### config.mk
export PLATFORM = sky130hd
export DESIGN_NAME = repd_front
export DESIGN_NICKNAME = d
export VERILOG_FILES = /design/src/hdl/repd_pkg.sv /design/src/hdl/repd_front.sv
export SDC_FILE = /design/constraint.sdc
export NUM_CORES = 1
export LEC_CHECK = 0
export BUFFER_PORTS_ARGS = -buffer_cell sky130_fd_sc_hd__buf_4
export CAP_MARGIN = 10
export CELL_PAD_IN_SITES_DETAIL_PLACEMENT = 1
export CELL_PAD_IN_SITES_GLOBAL_PLACEMENT = 1
export CORE_MARGIN = 1.5
export CORE_UTILIZATION = 39
export CTS_CLUSTER_SIZE = 24
export DETAILED_ROUTE_END_ITERATION = 6
export PLACE_DENSITY = 0.78
export SYNTH_ARGS = -nofsm -noshare
export SYNTH_HDL_FRONTEND = slang
export SYNTH_SLANG_ARGS = --single-unit
### constraint.sdc
create_clock -name clk_i -period 4.35 [get_ports clk_i]
set_input_delay 0.435 -clock clk_i [delete_from_list [all_inputs] [get_ports clk_i]]
set_output_delay 0.435 -clock clk_i [all_outputs]
set_load 0.01 [all_outputs]
### src/hdl/repd_pkg.sv
// ----------------------------------------------------------------------------
// repd_pkg
// Shared types and constants for the rumble envelope pulse driver.
// ----------------------------------------------------------------------------
package repd_pkg;

  localparam int unsigned RetryTicks = 60;
  localparam int unsigned RetryW     = $clog2(RetryTicks);
  localparam logic [19:0] MinLeft    = 20'd6554;

  // raw opcodes on the input port
  localparam logic [1:0] OP_TIME = 2'd0;
  localparam logic [1:0] OP_TICK = 2'd1;
  localparam logic [1:0] OP_REQ  = 2'd2;

  // classified command kinds
  typedef enum logic [1:0] {
    K_NOP  = 2'd0,
    K_TIME = 2'd1,
    K_TICK = 2'd2,
    K_REQ  = 2'd3
  } kind_e;

  // motor drive commands
  typedef enum logic [1:0] {
    DRV_NONE  = 2'd0,
    DRV_START = 2'd1,
    DRV_STOP  = 2'd2
  } drive_e;

  typedef struct packed {
    kind_e       kind;
    logic [15:0] delta_time;
    logic [16:0] start_strength;
    logic [16:0] end_strength;
    logic [19:0] duration;
    logic        init_ok;
    logic        drive_ok;
  } cmd_t;

  typedef struct packed {
    logic   init_cmd;
    drive_e drive_cmd;
    logic   motor_level;
    logic   motor_ready;
  } res_t;

endpackage

### src/hdl/repd_front.sv
// ----------------------------------------------------------------------------
// repd_front
// Accepts input beats, classifies them and holds them in a two-entry queue.
// ----------------------------------------------------------------------------
module repd_front import repd_pkg::*; (
  input  logic        clk_i,
  input  logic        rst_ni,
  input  logic        push,
  output logic        full,
  input  logic [1:0]  opcode_i,
  input  logic [15:0] delta_time_i,
  input  logic [16:0] start_strength_i,
  input  logic [16:0] end_strength_i,
  input  logic [19:0] duration_i,
  input  logic        suppress_i,
  input  logic        init_ok_i,
  input  logic        drive_ok_i,
  input  logic        cfg_valid,
  input  logic        cfg_data_i,
  output logic        cmd_valid_o,
  output cmd_t        cmd_o,
  input  logic        cmd_pop_i
);

  logic       pak_q;
  cmd_t       mem_q [2];
  logic       wr_q, rd_q;
  logic [1:0] cnt_q;
  cmd_t       cls;
  logic       do_push, do_pop;

  // configuration register
  always_ff @(posedge clk_i or negedge rst_ni) begin
    if (!rst_ni) begin
      pak_q <= 1'b0;
    end else if (cfg_valid) begin
      pak_q <= cfg_data_i;
    end
  end

  // classify: ignored items become no-ops
  always_comb begin
    cls.delta_time     = delta_time_i;
    cls.start_strength = start_strength_i;
    cls.end_strength   = end_strength_i;
    cls.duration       = duration_i;
    cls.init_ok        = init_ok_i;
    cls.drive_ok       = drive_ok_i;
    unique case (opcode_i)
      OP_TIME: cls.kind = pak_q ? K_TIME : K_NOP;
      OP_TICK: cls.kind = K_TICK;
      OP_REQ:  cls.kind = (pak_q && !suppress_i && duration_i != '0) ? K_REQ : K_NOP;
      default: cls.kind = K_NOP;
    endcase
  end

  assign full        = cnt_q == 2'd2;
  assign do_push     = push && !full;
  assign do_pop      = cmd_pop_i && cnt_q != 2'd0;
  assign cmd_valid_o = cnt_q != 2'd0;
  assign cmd_o       = mem_q[rd_q];

  // queue pointers
  always_ff @(posedge clk_i or negedge rst_ni) begin
    if (!rst_ni) begin
      wr_q  <= 1'b0;
      rd_q  <= 1'b0;
      cnt_q <= 2'd0;
    end else begin
      if (do_push) wr_q <= !wr_q;
      if (do_pop)  rd_q <= !rd_q;
      cnt_q <= cnt_q + 2'(do_push) - 2'(do_pop);
    end
  end

  // queue storage
  always_ff @(posedge clk_i) begin
    if (do_push) mem_q[wr_q] <= cls;
  end

endmodule

# Word level (Yosys, flattened, before mapping)
# Memories as Yosys holds them, arrays and structs flattened.
# Index checks and enable logic that the tools add are counted.
# classes
addsub	2
n_eq_ne	3
n_mux	5
n_reduce_logical	11
# op_table
op	count
nonzero test 20 bit	1
one-hot mux 2 bit (3 select lines)	1
== test 2 bit, second input constant	2
logical AND 1 bit	4
zero test 1 bit	4
2-to-1 mux 1 bit	3
adder 2 x 1 -> 2 bit	1
== test 2 x 1 -> 1 bit, second input constant	1
zero test 2 bit	1
2-to-1 mux 2 bit	1
nonzero test 2 bit	1
subtractor 2 x 1 -> 2 bit	1
# word_totals
regBits	5
mem_bits_rw	148
inputBits	81
out_inout_bits	76
word_cells	26
memories	1
# memory_table
name	words	word_bits	rd	rd_ports_with_merged_regs	wr	line_no	text
mem_q	2	74	1	0	1	repd_front.sv:26	cmd_t mem_q [2];

# Longest topological paths before layout
# logic_depth
word_depth	5
mapped_depth	7
mapped_depth_nobuf	7

# Least setup slack after synthesis
# No wires, ideal clock.
# synth_timing
kind	register to register
startpoint	register cnt_q[1]
endpoint	memory mem_q[0][0] in the netlist's numbering (enable)
setup_time_ns	0.507
arrival_ns	3.678
setup_slack_ns	0.165
stages_incl_launch_ff	4
n_path_buf	0
cell_sequence	dfrtp_1 -> nand2b_1 -> nand2_1 -> nor2_1
# synth_between
elab_chain_cells	5
# synth_lines
element	line_no	text
start, declared	repd_front.sv:28	logic [1:0] cnt_q;
start signal, assigned	repd_front.sv:72	cnt_q <= cnt_q + 2'(do_push) - 2'(do_pop);
== test 2 bit	repd_front.sv:57	assign full = cnt_q == 2'd2;
zero test 1 bit	repd_front.sv:58	assign do_push = push && !full;
logical AND 1 bit	repd_front.sv:58	
2-to-1 mux 1 bit	repd_front.sv:78	if (do_push) mem_q[wr_q] <= cls;
2-to-1 mux 1 bit (not written as such)	repd_front.sv:78	
end, declared	repd_front.sv:26	
# No other way between the ends.

==> run_results.csv <==
group,metric,value,unit
clock_network,cts_root_buffer,"clkbuf_16",
setup_path,cp_max_fo,75,
finish,fillers,1282,
grt,grt_max_degree,76,
routing,drtIter0Drc,171,
floorplanning,num_rows,43,
floorplanning,core-area,0.01399,mm^2
placement,dp_hpwl,7160,um
sta,max_freq,0.3878,GHz
sta,min_period,2.579,ns
finish,layout-drive-gt1-share,58.88,%
placement,placed_cell_area,0.007037,mm^2
grt,grt_overflow_total,0,
sta,finalMaxSlewViolations,0,
sta,setup_violations,0,
floorplanning,die_w,123.3,um
setup_path,critPathKind,"reg -> out",
finish,final_area,0.007639,mm^2
finish,final_nets,515,
sta,setup-tns-final,0,ns
placement,gp_congestion,0.7163,
setup_path,end_kind,"primary output",
floorplanning,floorplan.initialDensity,40.35,%
clock_network,cts_resized,0,
clock_network,htree_levels,4,
placement,place_ws,2.152,ns
synth,synthTopCellsByArea,"edfxtp_1 79%, mux2_2 15%, dfrtp_1 2.2%",
finish,fin_cells,625,
synth,synth_nets,346,
placement,dp.cells,592,
routing,drt_first_pass_iters,4,
floorplanning,die-area,0.01520,mm^2
synth,ys_types,22,
clock_network,clock-sinks,153,
routing,ant_nets,0,
synth,yosys_warnings,0,
grt,grt_pass1_wl,16970,um
finish,syn_to_final_growth,35.34,%
routing,drt-vias-per-instance,4.778,
synth,yosys.area.top_type,"edfxtp_1",
run_status,status,"finished, final reports clean",
finish,antennaDiodeCount,0,
sta,fin_skew,0.008273,ns
routing,vias,2986,
routing,routed_wl,11140,um
clock_network,cts_tree,"done",
pwr,peakVddDrop,0.5222,mV
grt,grt_antenna_before_repair,0,
clock_network,cts_buffer_depth,2,
sta,fin_ws,1.771,ns
clock_network,clkTransAtPathRegs,0.06,ns
clock_network,numCtsBuffers,17,
floorplanning,pin_count,157,
min_path,hold_path.class,"in -> reg",
synth,netlist_area,0.005644,mm^2
pwr,leakage,2.861,nW
placement,io_buffers,156,
sta,slew_headroom,29.49,%
synth,ys_seq_elements,153,
sta,period_share,59.28,%
sta,tightest_slew,1.058,ns
clock_network,postCtsSetupRepairBufs,0,
setup_path,arrival,2.14,ns
sta,rsz0062_at_grt,"false",
clock_network,clk_latency,0.41,ns
pwr,power_density,675.2,mW/mm^2
pwr,totalPowerFinal,0.005158,W
grt,grt_pass1_vias,3280,
grt,track_usage,15.51,%
synth,netlist_instances,263,
setup_path,cp.required,3.91,ns
routing,route.detailed.drc,0,
setup_path,cp-start-kind,"flip-flop",
floorplanning,die-height,123.3,um
synth,ys_seq_area_share,80.96,%
sta,hold_viol,0,
clock_network,cts_hold_buf,1,
routing,drt-wirelength-per-cell,17.82,um
synth,avgSynthCellArea,21.46,um^2
flow_run,drv_cap,0,
synth,synth_top_area_share,78.74,%
-- critical path, stage by stage (launching register included) --
cell,delay [ns]
dfrtp_4,1.13
mux2_2,0.43
buf_4,0.15
-- metal layers --
metal  track usage [%]  vias up  wire length, um  share of wire [%]
met4             5.891        0              143                1.3
met1             17.35     1485             4362                 39
met3             6.042       13              794                7.1
li1                  -     1389                -                  -
met2             26.77       99             5838                 52
met5                 0        -                0                  0
-- synthesized netlist by cell type --
library cell and number:
and2_1 1, and3_1 1, buf_2 8, dfrtp_1 5, edfxtp_1 148, ha_1 2
inv_1 3, mux2_2 74, nand2_1 2, nand2b_1 2, nand3_1 1, nor2_1 1
nor4bb_1 1, o21ai_0 1, o21ai_1 1, o311ai_1 1, o31ai_2 1, or2_2 1
or4_1 4, or4_4 1, xnor2_1 3, xor2_1 1
-- path summary, 6_finish.rpt --
path | start | endpoint | slack [ns] | depth (start not counted)
min reg2reg | cnt_q[1] | cnt_q[1] | 0.52 | 1
max reg2reg | cnt_q[1] | mem_q[0][17] | 2.18 | 4
max | rd_q | cmd_o[53] | 1.77 | 2
max in group asynchronous | rst_ni | rd_q | 3.85 | 2
min in group asynchronous | rst_ni | cnt_q[0] | 0.37 | 2
min | delta_time_i[0] | mem_q[1][56] | 0.21 | 1
-- report_power, final --
| part | switching [W] | total (W) | leakage (nW) | internal [W] |
|---|---|---|---|---|
| sequential | 0.000220 | 0.00224 | 1.43 | 0.00202 |
| clock | 0.000533 | 0.00148 | 0.291 | 0.000947 |
| combinational | 0.000639 | 0.00144 | 1.14 | 0.000799 |
| total | 0.00139 | 0.00516 | 2.86 | 0.00377 |
-- cells in the final DEF (no fill, tap or decap), types with 2 or more instances in the layout --
master / count
buf_4: 156
edfxtp_1: 148
mux2_2: 74
clkbuf_16: 17
or4_1: 4
bufinv_16: 4
clkinv_2: 4
clkinv_1: 4
dfrtp_1: 4
inv_1: 3
xnor2_1: 3
clkbuf_1: 3
nand2b_1: 2
nand2_1: 2
ha_1: 2
-- sequential cells by signal, summed over array words and instances, names as in the netlist --
| name | cells |
|---|---|
| mem_q | 148 |
| pak_q | 1 |
| cnt_q | 2 |
| wr_q | 1 |
| rd_q | 1 |
-- kinds of logic after synthesis --
group,count (synthesis),synth area share (%)
DFF,153,80.96
xor gates and xnor gates,4,0.6208
and+or+nand+nor,15,1.751
muxes,74,14.76
adders and majority gates,2,0.4433
AOI/OAI and AO/OA,4,0.5540
buffers and inverters,11,0.9089
-- layout make-up --
class                           instances  area [um^2]  share of cell area, %
Sequential cell                       153         4573                  59.87
Tap cell                              180        225.2                  2.948
Inverter                                3        11.26                 0.1474
Multi-Input combinational cell         99         1036                  13.56
Clock buffer                           20        436.7                  5.717
Clock inverter                         12        155.1                  2.031
Timing Repair Buffer                  158         1201                  15.72
-- metrics by stage --
stage	util [%]	hold slack, ns
finish	54.61	0.2101
global route	54.61	0.1797
CTS	54.61	0.1869
detailed placement	50.30	0.2419
global placement	50.30	0.2412
floorplan	-	0.1394
Power figures use the tool's default switching activity.
